<file path="src/design/lavl_pkg.sv">
// Package with the shared types, widths and constants of the lux average and level block.
package lavl_pkg;

    // Ring depth and the widths that follow from it.
    localparam int SAMPLE_COUNT = 8;
    localparam int SLOT_W       = (SAMPLE_COUNT > 1) ? $clog2(SAMPLE_COUNT) : 1;
    localparam int FILL_W       = $clog2(SAMPLE_COUNT + 1);
    localparam int LUX_W        = 20;
    localparam int SUM_W        = LUX_W + $clog2(SAMPLE_COUNT);
    localparam int DIV_CNT_W    = $clog2(SUM_W + 1);

    // Fixed field widths.
    localparam int RAW_W       = 16;
    localparam int LEVEL_W     = 3;
    localparam int LIMIT_W     = 16;
    localparam int S_TDATA_W   = 16;
    localparam int M_TDATA_W   = 24;
    localparam int M_TUSER_W   = 4;
    localparam int CFG_INDEX_W = 2;
    localparam int CFG_DATA_W  = 16;

    // Count scaling: raw * 40 (or * 20) then a divide by three through a reciprocal.
    localparam int SCALED_W                = 22;
    localparam int RECIP_W                 = 24;
    localparam int RECIP_SHIFT             = 25;
    localparam logic [RECIP_W-1:0] RECIP_MULT = 24'd11184811;

    // A raw count of all ones marks a failed sensor read.
    localparam logic [RAW_W-1:0] FAIL_CODE = 16'hFFFF;

    // Light level codes.
    localparam logic [LEVEL_W-1:0] LEVEL_NO_DATA     = 3'd0;
    localparam logic [LEVEL_W-1:0] LEVEL_DARK        = 3'd1;
    localparam logic [LEVEL_W-1:0] LEVEL_DIM         = 3'd2;
    localparam logic [LEVEL_W-1:0] LEVEL_BRIGHT      = 3'd3;
    localparam logic [LEVEL_W-1:0] LEVEL_VERY_BRIGHT = 3'd4;

    // Configuration register indexes.
    localparam logic [CFG_INDEX_W-1:0] REG_HALF_RES     = 2'd0;
    localparam logic [CFG_INDEX_W-1:0] REG_DARK_LIMIT   = 2'd1;
    localparam logic [CFG_INDEX_W-1:0] REG_DIM_LIMIT    = 2'd2;
    localparam logic [CFG_INDEX_W-1:0] REG_BRIGHT_LIMIT = 2'd3;

    // Configuration reset values.
    localparam logic [LIMIT_W-1:0] DARK_LIMIT_RESET   = 16'd10;
    localparam logic [LIMIT_W-1:0] DIM_LIMIT_RESET    = 16'd200;
    localparam logic [LIMIT_W-1:0] BRIGHT_LIMIT_RESET = 16'd1000;

    // Sequencer states.
    typedef enum logic [2:0] {
        ST_IDLE,
        ST_SCALE,
        ST_RECIP,
        ST_UPDATE,
        ST_DIVIDE,
        ST_DONE
    } state_t;

    // Status of the serial divider.
    typedef struct packed {
        logic busy;
        logic done;
    } div_status_t;

endpackage

</file>
<file path="src/design/lavl_ram.sv">
// Generic single-port-write, single-port-read RAM with a registered read.
module lavl_ram #(
    parameter int WIDTH = 20,
    parameter int DEPTH = 8
) (
    input  logic                                     aclk,
    input  logic                                     wr_en,
    input  logic [((DEPTH > 1) ? $clog2(DEPTH) : 1)-1:0] wr_addr,
    input  logic [WIDTH-1:0]                         wr_data,
    input  logic                                     rd_en,
    input  logic [((DEPTH > 1) ? $clog2(DEPTH) : 1)-1:0] rd_addr,
    output logic [WIDTH-1:0]                         rd_data
);

    logic [WIDTH-1:0] mem_reg [DEPTH];
    logic [WIDTH-1:0] rd_data_reg;

    // Write port.
    always_ff @(posedge aclk) begin
        if (wr_en) begin
            mem_reg[wr_addr] <= wr_data;
        end
    end

    // Read port; the data holds until the next read.
    always_ff @(posedge aclk) begin
        if (rd_en) begin
            rd_data_reg <= mem_reg[rd_addr];
        end
    end

    assign rd_data = rd_data_reg;

endmodule

</file>
<file path="src/design/lavl_divider.sv">
// Restoring bit-serial divider of the running sum by the fill count.
module lavl_divider (
    input  logic                           aclk,
    input  logic                           aresetn,
    input  logic                           start,
    input  logic [lavl_pkg::SUM_W-1:0]     dividend,
    input  logic [lavl_pkg::FILL_W-1:0]    divisor,
    output lavl_pkg::div_status_t          status,
    output logic [lavl_pkg::SUM_W-1:0]     quotient
);

    logic [lavl_pkg::SUM_W-1:0]     quo_reg, quo_next;
    logic [lavl_pkg::FILL_W-1:0]    rem_reg, rem_next;
    logic [lavl_pkg::FILL_W-1:0]    divisor_reg;
    logic [lavl_pkg::DIV_CNT_W-1:0] cnt_reg;
    logic                           busy_reg;
    logic [lavl_pkg::FILL_W:0]      shifted;
    logic [lavl_pkg::FILL_W+1:0]    diff;
    logic                           fits;

    // One quotient bit per cycle: shift in the next dividend bit and try a subtract.
    always_comb begin
        shifted  = {rem_reg, quo_reg[lavl_pkg::SUM_W-1]};
        diff     = {1'b0, shifted} - {2'b00, divisor_reg};
        fits     = ~diff[lavl_pkg::FILL_W+1];
        rem_next = fits ? diff[lavl_pkg::FILL_W-1:0] : shifted[lavl_pkg::FILL_W-1:0];
        quo_next = {quo_reg[lavl_pkg::SUM_W-2:0], fits};
    end

    // Control: a start loads the operands, then SUM_W steps follow.
    always_ff @(posedge aclk) begin
        if (!aresetn) begin
            busy_reg <= 1'b0;
            cnt_reg  <= '0;
        end else if (start) begin
            busy_reg <= 1'b1;
            cnt_reg  <= lavl_pkg::DIV_CNT_W'(lavl_pkg::SUM_W);
        end else if (busy_reg) begin
            cnt_reg <= cnt_reg - 1'b1;
            if (cnt_reg == lavl_pkg::DIV_CNT_W'(1)) begin
                busy_reg <= 1'b0;
            end
        end
    end

    // Datapath.
    always_ff @(posedge aclk) begin
        if (start) begin
            quo_reg     <= dividend;
            rem_reg     <= '0;
            divisor_reg <= divisor;
        end else if (busy_reg) begin
            quo_reg <= quo_next;
            rem_reg <= rem_next;
        end
    end

    assign status.busy = busy_reg;
    assign status.done = busy_reg && (cnt_reg == lavl_pkg::DIV_CNT_W'(1));
    assign quotient    = quo_reg;

endmodule

</file>
<file path="src/design/lux_average_and_level_top.sv">
// Top level of the lux average and level block: sequencer, sample ring and classifier.
//
// Usage: each transaction on the s_ channel carries one raw light count in
// s_tdata. Every count yields exactly one result transaction on the m_
// channel: the averaged lux (1/16 lux units) in m_tdata, the light level and
// the reading-accepted flag in m_tuser. A count of all ones is a failed read;
// its result repeats the held average with level "no data".
// A good count passes through the scale, reciprocal, ring update and divide
// steps before its result is loaded; the bit-serial divider works out one
// quotient bit per cycle over the SUM_W-bit running sum. A failed read goes
// from acceptance straight to the result load. The block takes one count at
// a time and accepts the next count only once the previous result is loaded.
// Configuration writes through cfg_wr_en/cfg_index/cfg_wdata take effect at
// once and are meant for idle periods only.
// Reset clears the fill count, write slot, running sum, held average and the
// output channel, and s_tready stays low while reset is held; the sample RAM
// is not cleared, since only written entries are ever read back. When the
// receiver stalls, the result holds in the output register and the next
// result waits until it is taken.
module lux_average_and_level_top (
    input  logic                             aclk,
    input  logic                             aresetn,
    input  logic                             s_tvalid,
    output logic                             s_tready,
    // [15:0] raw_count
    input  logic [lavl_pkg::S_TDATA_W-1:0]   s_tdata,
    output logic                             m_tvalid,
    input  logic                             m_tready,
    // [19:0] average_lux, [23:20] zero
    output logic [lavl_pkg::M_TDATA_W-1:0]   m_tdata,
    // [2:0] light_level, [3] reading_ok
    output logic [lavl_pkg::M_TUSER_W-1:0]   m_tuser,
    input  logic                             cfg_wr_en,
    input  logic [lavl_pkg::CFG_INDEX_W-1:0] cfg_index,
    input  logic [lavl_pkg::CFG_DATA_W-1:0]  cfg_wdata
);

    lavl_pkg::state_t state_reg, state_next;

    // Configuration registers.
    logic                          half_res_reg;
    logic [lavl_pkg::LIMIT_W-1:0]  dark_limit_reg;
    logic [lavl_pkg::LIMIT_W-1:0]  dim_limit_reg;
    logic [lavl_pkg::LIMIT_W-1:0]  bright_limit_reg;

    // Ring state.
    logic [lavl_pkg::SLOT_W-1:0]   slot_reg, slot_next;
    logic [lavl_pkg::FILL_W-1:0]   fill_reg, fill_next;
    logic [lavl_pkg::SUM_W-1:0]    sum_reg, sum_next;
    logic [lavl_pkg::LUX_W-1:0]    held_avg_reg;

    // Per-item datapath.
    logic [lavl_pkg::RAW_W-1:0]    raw_reg;
    logic                          fail_reg;
    logic [lavl_pkg::SCALED_W-1:0] scaled_reg, scaled_next;
    logic [lavl_pkg::SCALED_W+lavl_pkg::RECIP_W-1:0] product;
    logic [lavl_pkg::LUX_W-1:0]    lux_reg;
    logic [lavl_pkg::LUX_W-1:0]    old_lux;
    logic                          ring_full;

    // Output register.
    logic                          m_valid_reg;
    logic [lavl_pkg::LUX_W-1:0]    m_avg_reg;
    logic [lavl_pkg::LEVEL_W-1:0]  m_level_reg;
    logic                          m_ok_reg;

    // Sequencer controls.
    logic                          s_accept;
    logic                          ram_rd_en;
    logic                          ram_wr_en;
    logic                          div_start;
    logic                          out_load;
    logic                          out_free;

    lavl_pkg::div_status_t         div_status;
    logic [lavl_pkg::SUM_W-1:0]    div_quotient;
    logic [lavl_pkg::LUX_W-1:0]    new_avg;
    logic [lavl_pkg::LEVEL_W-1:0]  new_level;
    logic [lavl_pkg::LUX_W-1:0]    dark_scaled, dim_scaled, bright_scaled;

    assign s_accept = s_tvalid && s_tready;
    assign out_free = !m_valid_reg || m_tready;

    // Configuration writes.
    always_ff @(posedge aclk) begin
        if (!aresetn) begin
            half_res_reg     <= 1'b0;
            dark_limit_reg   <= lavl_pkg::DARK_LIMIT_RESET;
            dim_limit_reg    <= lavl_pkg::DIM_LIMIT_RESET;
            bright_limit_reg <= lavl_pkg::BRIGHT_LIMIT_RESET;
        end else if (cfg_wr_en) begin
            case (cfg_index)
                lavl_pkg::REG_HALF_RES:     half_res_reg     <= cfg_wdata[0];
                lavl_pkg::REG_DARK_LIMIT:   dark_limit_reg   <= cfg_wdata;
                lavl_pkg::REG_DIM_LIMIT:    dim_limit_reg    <= cfg_wdata;
                lavl_pkg::REG_BRIGHT_LIMIT: bright_limit_reg <= cfg_wdata;
                default: ;
            endcase
        end
    end

    // Next-state logic.
    always_comb begin
        state_next = state_reg;
        case (state_reg)
            lavl_pkg::ST_IDLE: begin
                if (s_accept) begin
                    state_next = (s_tdata[lavl_pkg::RAW_W-1:0] == lavl_pkg::FAIL_CODE)
                                 ? lavl_pkg::ST_DONE : lavl_pkg::ST_SCALE;
                end
            end
            lavl_pkg::ST_SCALE:  state_next = lavl_pkg::ST_RECIP;
            lavl_pkg::ST_RECIP:  state_next = lavl_pkg::ST_UPDATE;
            lavl_pkg::ST_UPDATE: state_next = lavl_pkg::ST_DIVIDE;
            lavl_pkg::ST_DIVIDE: begin
                if (div_status.done) begin
                    state_next = lavl_pkg::ST_DONE;
                end
            end
            lavl_pkg::ST_DONE: begin
                if (out_free) begin
                    state_next = lavl_pkg::ST_IDLE;
                end
            end
            default: state_next = lavl_pkg::ST_IDLE;
        endcase
    end

    // Sequencer outputs.
    always_comb begin
        s_tready  = 1'b0;
        ram_rd_en = 1'b0;
        ram_wr_en = 1'b0;
        div_start = 1'b0;
        out_load  = 1'b0;
        case (state_reg)
            lavl_pkg::ST_IDLE: begin
                s_tready  = aresetn;
                ram_rd_en = s_tvalid && aresetn;
            end
            lavl_pkg::ST_UPDATE: begin
                ram_wr_en = 1'b1;
                div_start = 1'b1;
            end
            lavl_pkg::ST_DONE: out_load = out_free;
            default: ;
        endcase
    end

    always_ff @(posedge aclk) begin
        if (!aresetn) begin
            state_reg <= lavl_pkg::ST_IDLE;
        end else begin
            state_reg <= state_next;
        end
    end

    // Scaling by 40 or 20 through shifts and adds.
    always_comb begin
        if (half_res_reg) begin
            scaled_next = lavl_pkg::SCALED_W'({raw_reg, 4'b0000})
                        + lavl_pkg::SCALED_W'({raw_reg, 2'b00});
        end else begin
            scaled_next = lavl_pkg::SCALED_W'({raw_reg, 5'b00000})
                        + lavl_pkg::SCALED_W'({raw_reg, 3'b000});
        end
    end

    // Divide by three as a reciprocal multiply; exact for all scaled counts.
    assign product = {{lavl_pkg::RECIP_W{1'b0}}, scaled_reg}
                   * {{lavl_pkg::SCALED_W{1'b0}}, lavl_pkg::RECIP_MULT};

    // Ring bookkeeping: drop the overwritten entry once the ring is full.
    assign ring_full = (fill_reg == lavl_pkg::FILL_W'(lavl_pkg::SAMPLE_COUNT));
    always_comb begin
        sum_next  = (sum_reg - (ring_full ? lavl_pkg::SUM_W'(old_lux) : '0))
                  + lavl_pkg::SUM_W'(lux_reg);
        fill_next = ring_full ? fill_reg : fill_reg + 1'b1;
        slot_next = (slot_reg == lavl_pkg::SLOT_W'(lavl_pkg::SAMPLE_COUNT - 1))
                    ? '0 : slot_reg + 1'b1;
    end

    // Per-item datapath registers.
    always_ff @(posedge aclk) begin
        if (s_accept) begin
            raw_reg  <= s_tdata[lavl_pkg::RAW_W-1:0];
            fail_reg <= (s_tdata[lavl_pkg::RAW_W-1:0] == lavl_pkg::FAIL_CODE);
        end
        if (state_reg == lavl_pkg::ST_SCALE) begin
            scaled_reg <= scaled_next;
        end
        if (state_reg == lavl_pkg::ST_RECIP) begin
            lux_reg <= product[lavl_pkg::RECIP_SHIFT +: lavl_pkg::LUX_W];
        end
    end

    // Ring state and held average.
    always_ff @(posedge aclk) begin
        if (!aresetn) begin
            slot_reg      <= '0;
            fill_reg      <= '0;
            sum_reg       <= '0;
            held_avg_reg  <= '0;
        end else begin
            if (state_reg == lavl_pkg::ST_UPDATE) begin
                slot_reg <= slot_next;
                fill_reg <= fill_next;
                sum_reg  <= sum_next;
            end
            if (out_load && !fail_reg) begin
                held_avg_reg <= new_avg;
            end
        end
    end

    // Average and light level for the finished transaction.
    assign new_avg       = fail_reg ? held_avg_reg : div_quotient[lavl_pkg::LUX_W-1:0];
    assign dark_scaled   = {dark_limit_reg, 4'b0000};
    assign dim_scaled    = {dim_limit_reg, 4'b0000};
    assign bright_scaled = {bright_limit_reg, 4'b0000};

    always_comb begin
        if (fail_reg) begin
            new_level = lavl_pkg::LEVEL_NO_DATA;
        end else if (new_avg < dark_scaled) begin
            new_level = lavl_pkg::LEVEL_DARK;
        end else if (new_avg < dim_scaled) begin
            new_level = lavl_pkg::LEVEL_DIM;
        end else if (new_avg < bright_scaled) begin
            new_level = lavl_pkg::LEVEL_BRIGHT;
        end else begin
            new_level = lavl_pkg::LEVEL_VERY_BRIGHT;
        end
    end

    // Output register.
    always_ff @(posedge aclk) begin
        if (!aresetn) begin
            m_valid_reg <= 1'b0;
        end else if (out_load) begin
            m_valid_reg <= 1'b1;
        end else if (m_tready) begin
            m_valid_reg <= 1'b0;
        end
    end

    always_ff @(posedge aclk) begin
        if (out_load) begin
            m_avg_reg   <= new_avg;
            m_level_reg <= new_level;
            m_ok_reg    <= !fail_reg;
        end
    end

    assign m_tvalid = m_valid_reg;
    assign m_tdata  = lavl_pkg::M_TDATA_W'(m_avg_reg);
    assign m_tuser  = {m_ok_reg, m_level_reg};

    // Sample ring storage; the slot is read at acceptance and written in the update step.
    lavl_ram #(
        .WIDTH (lavl_pkg::LUX_W),
        .DEPTH (lavl_pkg::SAMPLE_COUNT)
    ) u_sample_ram (
        .aclk    (aclk),
        .wr_en   (ram_wr_en),
        .wr_addr (slot_reg),
        .wr_data (lux_reg),
        .rd_en   (ram_rd_en),
        .rd_addr (slot_reg),
        .rd_data (old_lux)
    );

    // Serial divider for the mean.
    lavl_divider u_divider (
        .aclk     (aclk),
        .aresetn  (aresetn),
        .start    (div_start),
        .dividend (sum_next),
        .divisor  (fill_next),
        .status   (div_status),
        .quotient (div_quotient)
    );

endmodule

</file>
<file path="config.mk">
export PLATFORM = sky130hd
export DESIGN_NAME = lux_average_and_level_top
export DESIGN_NICKNAME = d
export VERILOG_FILES = /design/src/design/lavl_pkg.sv /design/src/design/lavl_ram.sv /design/src/design/lavl_divider.sv /design/src/design/lux_average_and_level_top.sv
export SDC_FILE = /design/constraint.sdc
export NUM_CORES = 1
export LEC_CHECK = 0
export ABC_AREA = 1
export BUFFER_PORTS_ARGS = -buffer_cell sky130_fd_sc_hd__clkbuf_2
export CAP_MARGIN = 0
export CORE_MARGIN = 2
export CORE_UTILIZATION = 69
export CTS_CLUSTER_SIZE = 8
export DETAILED_ROUTE_END_ITERATION = 6
export PLACE_DENSITY = 0.95
export SLEW_MARGIN = 20
export SYNTH_ARGS = -nofsm -noshare
export SYNTH_HDL_FRONTEND = slang
export SYNTH_SLANG_ARGS = --single-unit
</file>
<file path="constraint.sdc">
create_clock -name aclk -period 10.2 [get_ports aclk]
set_input_delay 2.04 -clock aclk [delete_from_list [all_inputs] [get_ports aclk]]
set_output_delay 2.04 -clock aclk [all_outputs]
set_load 0.03 [all_outputs]
</file>
; After elaboration in Yosys (flattened, before gate mapping)
; Memories as Yosys holds them, arrays and structs flattened. A register that Yosys moved wholly into a read port is not among the register bits.
; Cells that the tools add are included.
[totals]
ff_bits = 223
ram_bits = 160
inputBits = 39
n_memories = 1
[mem_list]
columns = name, depth, word_bits, read_ports, rd_ports_with_merged_regs, wr, line_no
row1 = u_sample_ram.mem_reg, 8, 20, 1, 1, 1, lavl_ram.sv:15  ; logic [WIDTH-1:0] mem_reg [DEPTH];
[op_classes]
add_sub_neg = 8
n_mul = 1
magnitude_cmp = 3
n_eq_ne = 15
mux = 29
bitwise = 2
n_reduce_logical = 19
[op_table]
columns = op, count
row1 = < comparator 20 bit, 3
row2 = two-way mux 23 bit, 2
row3 = multiplier 22 x 24 -> 45 bit (second input constant), 1
row4 = two-way mux 20 bit, 2
row5 = adder 23 x 20 -> 23 bit, 1
row6 = subtractor 23 x 20 -> 23 bit, 1
row7 = adder 21 x 19 -> 22 bit, 1
row8 = two-way mux 22 bit, 1
row9 = adder 20 x 18 -> 21 bit, 1
row10 = two-way mux 3 bit, 6
row11 = case mux 3 bit (6 select lines), 1
row12 = equality test 16 bit (second input constant), 1
row13 = two-way mux 1 bit, 12
row14 = two-way mux 5 bit, 2
row15 = equality test 3 bit (second input constant), 3
row16 = two-way mux 4 bit, 2
row17 = AND reduction 2 bit, 4
row18 = equality test 3 x 2 -> 1 bit (second input constant), 2
row19 = inequality test 2 bit (second input constant), 3
row20 = subtractor 5 x 4 -> 6 bit, 1
row21 = equality test 5 x 1 -> 1 bit (second input constant), 1
row22 = subtractor 5 x 1 -> 5 bit (second input constant), 1
row23 = adder 4 x 1 -> 4 bit (second input constant), 1
row24 = equality test 2 bit (second input constant), 2
row25 = 15 further kinds, 22

; Logic depth before layout (Yosys ltp)
; Gate-level depths: netlist of run 1.
[logic_depth]
ltp_word = 5
ltp_mapped = 24

; Modules after synthesis
; A second synthesis of run 1 with hierarchy kept.
[unflattened]
hier_cells = 3171
area_unflattened_um2 = 27266.2
[modules_own_cells]
columns = mod, n_inst, cells_per_inst, area_per_inst_um2, seq_area_each_um2
row1 = lux_average_and_level_top, 1, 2246, 17800.8, 4494.3
row2 = lavl_ram, 1, 730, 7659.8, 5405.2
row3 = lavl_divider, 1, 195, 1805.5, 1011.0

; Worst setup path before layout of run 1
; No wires, ideal clock.
[synth_path]
path_type = flip-flop to flip-flop
startpoint = reg scaled_reg[19] in the netlist's numbering
endpoint = reg lux_reg[11] in the netlist's numbering (data pin)
setup_time_ns = 0.252
arrival_time_ns = 5.230
setup_slack_ns = 4.718
path_stages_with_launch = 24
cell_sequence = edfxtp_1 > ha_1 > ha_1 > a21oi_1 > inv_1 > fa_1 > inv_1 > fa_1 > inv_1 > fa_1 > inv_1 > fa_1 > inv_1 > ha_1 > ha_1 > nand2_1 > nor2_2 > nand2_1 > nor3_1 > nand2_1 > nand3_2 > nand3_1 > nand3_1 > nand2_1
[synth_between]
elab_chain_len = 1
[synth_lines]
columns = item, line_no
row1 = from (decl), lux_average_and_level_top.sv:55  ; logic [lavl_pkg::SCALED_W-1:0] scaled_reg, scaled_next;
row2 = from (signal assigned), lux_average_and_level_top.sv:190  ; scaled_reg <= scaled_next;
row3 = multiplier 22 x 24 -> 45 bit, lux_average_and_level_top.sv:171  ; * {{lavl_pkg::SCALED_W{1'b0}}, lavl_pkg::RECIP_MULT};
row4 = via product (one bit), lux_average_and_level_top.sv:56  ; logic [lavl_pkg::SCALED_W+lavl_pkg::RECIP_W-1:0] product;
row5 = to (signal assigned), lux_average_and_level_top.sv:193  ; lux_reg <= product[lavl_pkg::RECIP_SHIFT +: lavl_pkg::LUX_W];
row6 = to (decl), lux_average_and_level_top.sv:57  ; logic [lavl_pkg::LUX_W-1:0] lux_reg;
; The timed path passes the listed nets, and every way through them passes these cells.
; A chain may end at the register's enable or synchronous reset.

; Worst setup path after layout of run 1
[layout_path]
startpoint = reg scaled_reg[19] in the netlist's numbering
endpoint = reg lux_reg[12] in the netlist's numbering (data pin)
; Same word-level chain as after synthesis.

==> flow_metrics.py, run 1 <==
metrics = {
    "run_status": {
        "status": "finished clean",
    },
    "floorplan": {
        "io_pins": 69,
        "die_y_um": 197,
        "die_w_um": 197,
        "core_area_mm2": 0.0366,
        "rows": 70,
        "start_util_pct": 70.2,
        "dieArea_mm2": 0.0388,
    },
    "sta": {
        "timing.final.crit_period_ns": 6.10,
        "rsz0062_at_grt": "false",
        "finalCritPeriodShare_pct": 59.8,
        "report.final.setup_viol": 0,
        "holdWs_ns": 0.456,
        "fin_tns_setup_ns": 0,
        "fmax_mhz": 164,
        "slew_headroom_pct": 29.3,
        "worstMarginPinSlew_ns": 1.06,
        "hold_viol": 0,
        "finClkSkew_ns": 0.0523,
        "final_max_slew_viol_count": 0,
    },
    "cts": {
        "cts_resized": 0,
        "clkSinkCount": 401,
        "clkLatencyLatePin_ns": 0.64,
        "postCtsHoldBufs": 0,
        "numCtsBuffers": 56,
        "clk_pin_slew_ns": 0.05,
        "cts.path.max_buffers": 3,
        "cts_tree": "built",
        "h-tree-depth": 2,
        "cts-root-buf": "clkbuf_16",
        "cts_setup_buffers": 0,
    },
    "layout": {
        "n_antenna_cell": 0,
        "drive_gt1_share_pct": 6.25,
        "largest_register_ffs": 160,
        "nets": 3242,
        "synthToLayoutAreaGrowth_pct": 9.73,
    },
    "route": {
        "ant_nets": 0,
        "vias_per_cell": 6.19,
        "drc": 0,
        "drt_iter0_markers": 2227,
        "dr.pass1.iters": 7,
        "wirelength_mm": 68.9,
        "vias": 20548,
        "wl_per_cell_um": 20.8,
    },
    "grt": {
        "grt_use_total_pct": 36.4,
        "grt_first_pass_wirelength_mm": 109,
        "grt_pass1_vias": 21324,
        "antenna_found_initial": 0,
        "gr-total-overflow": 0,
        "grt_max_degree": 62,
    },
    "yosys": {
        "synthesis.area_mm2": 0.0257,
        "synth_top_area_share_pct": 33.7,
        "synth_cell_type_count": 54,
        "yosysWarnings": 0,
        "synthTopCellsByArea": "edfxtp_1 34%, ha_1 13%, fa_1 11%",
        "syn_inst": 2725,
        "synthArstFlopShare_pct": 0,
        "synth-edff-count": 288,
        "synthFlopType": "edfxtp_1",
        "syn_area_per_cell_um2": 9.43,
        "synth_top_area_cell": "edfxtp_1",
        "synth_seq_cells": 401,
        "seq_area_frac_synth_pct": 42.5,
    },
    "worst_setup_path": {
        "rrSetupSlack_ns": 4.10,
        "reg2regPathDepth": 19,
        "slowest_delay_ns": 0.63,
        "start_kind": "register",
        "critPathSlowestCell": "fa_1",
        "crit_end": "lux_reg[12]",
        "reg2reg_to": "lux_reg[12]",
        "regToRegStartpoint": "scaled_reg[19]",
        "end_kind": "register",
        "path_class": "register to register",
        "crit_arrival_ns": 6.44,
        "crit_chain": "ha_1 -> ha_1 -> a21oi_1 -> inv_1 -> fa_1 -> inv_1 -> fa_1 -> fa_1 -> inv_1 -> fa_1 -> ha_1 -> ha_1 -> a21oi_1 -> o21ai_0 -> a21oi_1 -> o21a_1 -> nand2_1 -> nand2_1 -> nand2_1",
        "worstPathRequired_ns": 10.54,
        "cp_max_fo": 5,
        "worstSetupStartpoint": "scaled_reg[19]",
    },
    "placed_design": {
        "dp_hpwl_mm": 48.5,
        "gp_congestion": 0.989,
        "portBuffers": 64,
    },
    "hold_path": {
        "hold_class": "register to register",
        "min_path_cells": 2,
    },
    "job": {
        "cap_violations": 0,
    },
}
==> per-layer routing <==
metal	up-vias	wire, um	track usage, %
li1	9212	-	-
met4	0	4600	23.4
met1	9735	24300	42.0
met3	359	5800	6.74
met2	1242	34300	62.8
met5	-	0	0
==> metrics by stage <==
| stage | util [%] | instance area, um2 | worst slack [ns] | instances |
|---|---|---|---|---|
| 2_1_floorplan | - | 25700 | 4.72 | 2728 |
| 3_5_place_dp | 72.4 | 26500 | 4.06 | 3213 |
| 5_1_grt | 77.0 | 28200 | 3.73 | 3317 |
| 6_report | 77.0 | 28200 | 4.10 | 3317 |
| 4_1_cts | 77.0 | 28200 | 4.07 | 3317 |
| 3_3_place_gp | 72.4 | 26500 | 4.19 | 3213 |
==> critical path: cells and delay by family, from the launching register on <==
kind	cells	cell delay, ns
adders and majority gates	8	3.51
and+or+nand+nor	3	0.18
AOI/OAI and AO/OA	5	1.35
buffers and inverters	3	0.37
DFF	1	0.43
==> worst min path at each step <==
stage / start / endpoint
2_1_floorplan: held_avg_reg[19] / held_avg_reg[19]
3_3_place_gp: held_avg_reg[18] / held_avg_reg[18]
3_5_place_dp: sum_reg[17] / sum_reg[17]
4_1_cts: held_avg_reg[18] / held_avg_reg[18]
5_1_grt: held_avg_reg[19] / held_avg_reg[19]
6_report: held_avg_reg[18] / held_avg_reg[18]
==> logic make-up (layout without fill, tap and decap cells) <==
family / after synthesis / after routing / share of synthesized area, %
and+or+nand+nor: 800 / 800 / 13.1
buffers and inverters: 611 / 732 / 9.23
AOI/OAI and AO/OA: 481 / 481 / 10.7
DFF: 401 / 401 / 42.5
adders and majority gates: 400 / 400 / 23.4
xor gates and xnor gates: 29 / 29 / 0.988
muxes: 2 / 2 / 0.0779
other: 1 / 4 / 0.0146
==> placed cells by master, fill, tap and decap left out, types with 12 or more instances in the layout <==
cell type,n
clkbuf_1,42
a21oi_1,191
nand4_1,38
edfxtp_1,288
a221oi_1,19
clkbuf_16,56
o21ai_1,14
a22oi_1,20
nand3_1,108
nor2_1,152
xor2_1,23
a22o_1,17
ha_1,264
inv_1,537
clkbuf_2,64
dfxtp_1,113
o22ai_1,12
o21ai_0,159
nand2_1,451
buf_4,18
nor3_1,14
fa_1,136
==> synth_stat cells, types with 2 or more instances <==
| cell type | count |
|---|---|
| inv_1 | 537 |
| nand2_1 | 451 |
| edfxtp_1 | 288 |
| ha_1 | 264 |
| a21oi_1 | 191 |
| o21ai_0 | 159 |
| nor2_1 | 154 |
| fa_1 | 136 |
| dfxtp_1 | 113 |
| nand3_1 | 108 |
| nand4_1 | 38 |
| clkbuf_1 | 34 |
| xor2_1 | 23 |
| a22oi_1 | 20 |
| nor3_1 | 20 |
| a221oi_1 | 19 |
| buf_2 | 18 |
| a22o_1 | 17 |
| o21ai_1 | 14 |
| o22ai_1 | 12 |
| o21a_1 | 11 |
| buf_4 | 10 |
| nand3b_1 | 8 |
| o211ai_1 | 8 |
| a21o_1 | 7 |
| inv_2 | 7 |
| nor4_1 | 6 |
| xnor2_1 | 6 |
| o21bai_1 | 5 |
| a211oi_1 | 4 |
| a21oi_2 | 3 |
| nor2_2 | 3 |
| o31ai_1 | 3 |
| a21boi_0 | 2 |
| buf_6 | 2 |
| mux2i_1 | 2 |
| o311ai_0 | 2 |
| or2_0 | 2 |
| or2_1 | 2 |
| or2_2 | 2 |
==> area by class of cell <==
cell class	count	area, um2
Multi-Input combinational cell	1716	12500
Sequential cell	401	10900
Fill cell	2159	8410
Inverter	546	2050
Clock buffer	101	1600
Tap cell	468	586
Timing Repair Buffer	82	455
Clock inverter	3	90.1
Power of run 1 is not shown: default switching activity piles up to over one toggle a cycle in this logic, so the estimate is an artifact.
==> run 2: changes to the inputs <==
Settings changed: CORE_UTILIZATION 69 to 64, PLACE_DENSITY 0.95 to 0.93.
Clock period 10.2 ns to 6.2 ns, I/O delays scaled along.
==> flow_metrics.py, run 2 (synthesis gave the netlist of run 1 again) <==
metrics = {
    "worst_setup_path": {
        "worstSetupStartpoint": "scaled_reg[21]",
        "cp_max_fo": 4,
        "critPathSlowestCell": "fa_2",
        "slowest_delay_ns": 0.63,
        "crit_arrival_ns": 6.31,
        "path_class": "register to register",
        "end_kind": "register",
        "cp_top_family": "adder cells",
        "worstPathRequired_ns": 6.57,
        "regToRegStartpoint": "scaled_reg[21]",
        "critPathMostFrequentCell": "inv_1",
        "critPathBufInv": 5,
        "crit_chain": "ha_1 -> ha_1 -> a21oi_2 -> inv_1 -> fa_2 -> inv_1 -> fa_1 -> inv_1 -> fa_1 -> inv_1 -> fa_1 -> inv_1 -> ha_1 -> ha_1 -> nand2_1 -> nor2_1 -> nand2_1 -> nor2_1 -> nand3_1 -> nand2_1 -> nor2_1 -> nand3_1 -> nand2_1",
        "start_kind": "register",
    },
    "layout": {
        "n_antenna_cell": 0,
        "nets": 3241,
        "layout_common_cells": "537 x inv_1, 451 x nand2_1, 288 x edfxtp_1",
        "drive_gt1_share_pct": 6.39,
        "n_fill_cell": 2594,
        "layout_commonest_cell": "inv_1",
        "fin_util_pct": 71.3,
        "largest_register_ffs": 160,
        "fin_area_mm2": 0.0283,
        "synthToLayoutAreaGrowth_pct": 9.95,
    },
    "sta": {
        "hold_viol": 0,
        "finClkSkew_ns": 0.0255,
        "worstMarginPinSlew_ns": 1.10,
        "report.final.setup_viol": 0,
        "fmax_mhz": 168,
        "timing.final.crit_period_ns": 5.94,
        "final_max_slew_viol_count": 0,
        "finalCritPeriodShare_pct": 95.8,
        "rsz0062_at_grt": "true",
        "slew_headroom_pct": 26.6,
    },
    "grt": {
        "grt_use_total_pct": 31.9,
        "antenna_found_initial": 0,
        "grt_pass1_vias": 20954,
        "grt_first_pass_wirelength_mm": 105,
        "grt_max_degree": 64,
        "gr-total-overflow": 0,
    },
    "floorplan": {
        "dieArea_mm2": 0.0418,
        "core_area_mm2": 0.0396,
        "die_y_um": 204,
        "rows": 73,
        "io_pins": 69,
        "die_w_um": 204,
        "start_util_pct": 64.8,
    },
    "cts": {
        "h-tree-depth": 2,
        "postCtsHoldBufs": 0,
        "numCtsBuffers": 56,
        "cts-root-buf": "clkbuf_16",
        "cts_tree": "built",
        "cts_setup_buffers": 0,
        "cts_resized": 0,
        "clk_pin_slew_ns": 0.06,
        "clkLatencyLatePin_ns": 0.61,
        "cts.path.max_buffers": 3,
        "clkSinkCount": 401,
    },
    "route": {
        "wirelength_mm": 65.3,
        "vias_per_cell": 5.96,
        "drc": 0,
        "drt_iter0_markers": 1878,
        "wl_per_cell_um": 19.4,
        "dr.pass1.iters": 6,
        "vias": 20116,
        "ant_nets": 0,
    },
    "hold_path": {
        "hold_class": "register to register",
        "min_from": "sum_reg[17]",
    },
    "run_status": {
        "status": "finished clean",
    },
    "placed_design": {
        "portBuffers": 64,
        "gp_congestion": 1.00,
        "post_dp_cell_area_mm2": 0.0266,
        "dp_hpwl_mm": 47.1,
    },
    "job": {
        "cap_violations": 0,
    },
}
run 2: changes by cell type in the layout (fill, tap and decap cells not counted), moves of 2 or more:
cell / delta
clkinv_16: -2
nor2_1: -3
a21oi_2: +3
clkbuf_1: +2
nor2_2: +2
clkbuf_8: -3
a21oi_1: -3
run 2: layer usage:
metal	part of all wire (%)	vias to the layer above	track usage [%]
met1	37	9677	37.2
li1	-	9194	-
met5	0	-	0
met4	5.4	0	16.5
met3	7.2	268	5.09
met2	51	977	56.8
run 2: worst paths after layout:
kind              cells after the start           to  slack (ns)
setup / recovery                     23  lux_reg[15]        0.26
hold / removal                        2  sum_reg[17]        0.45
hold reg to reg                       2  sum_reg[17]        0.45
setup reg to reg                     23  lux_reg[15]        0.26
run 2: tightest hold or removal path, stage by stage, from the launching register on:
cell and delay, ns:
dfxtp_1 0.31, nand2_1 0.06, nand2_1 0.04
run 2: layout make-up:
type,instances,area (um2),share of cell area (%)
multi-input cells,1716,12500,44.4
flip-flops and latches,401,10900,38.6
inverters,546,2050,7.26
clock buffers,101,1590,5.63
well taps,525,657,2.32
repair buffers,81,448,1.59
clock inverters,3,58.8,0.208
run 2: through the flow:
stage | instances | hold slack, ns | setup TNS [ns] | setup WS (ns)
after floorplan | 2728 | 0.424 | 0 | 0.718
after global placement | 3269 | 0.435 | 0 | 0.327
after detailed placement | 3269 | 0.446 | 0 | 0.249
after CTS | 3373 | 0.456 | 0 | 0.188
after global routing | 3373 | 0.480 | -0.193 | -0.0469
final | 3373 | 0.453 | 0 | 0.261
Power of run 2 is left out for the same reason.
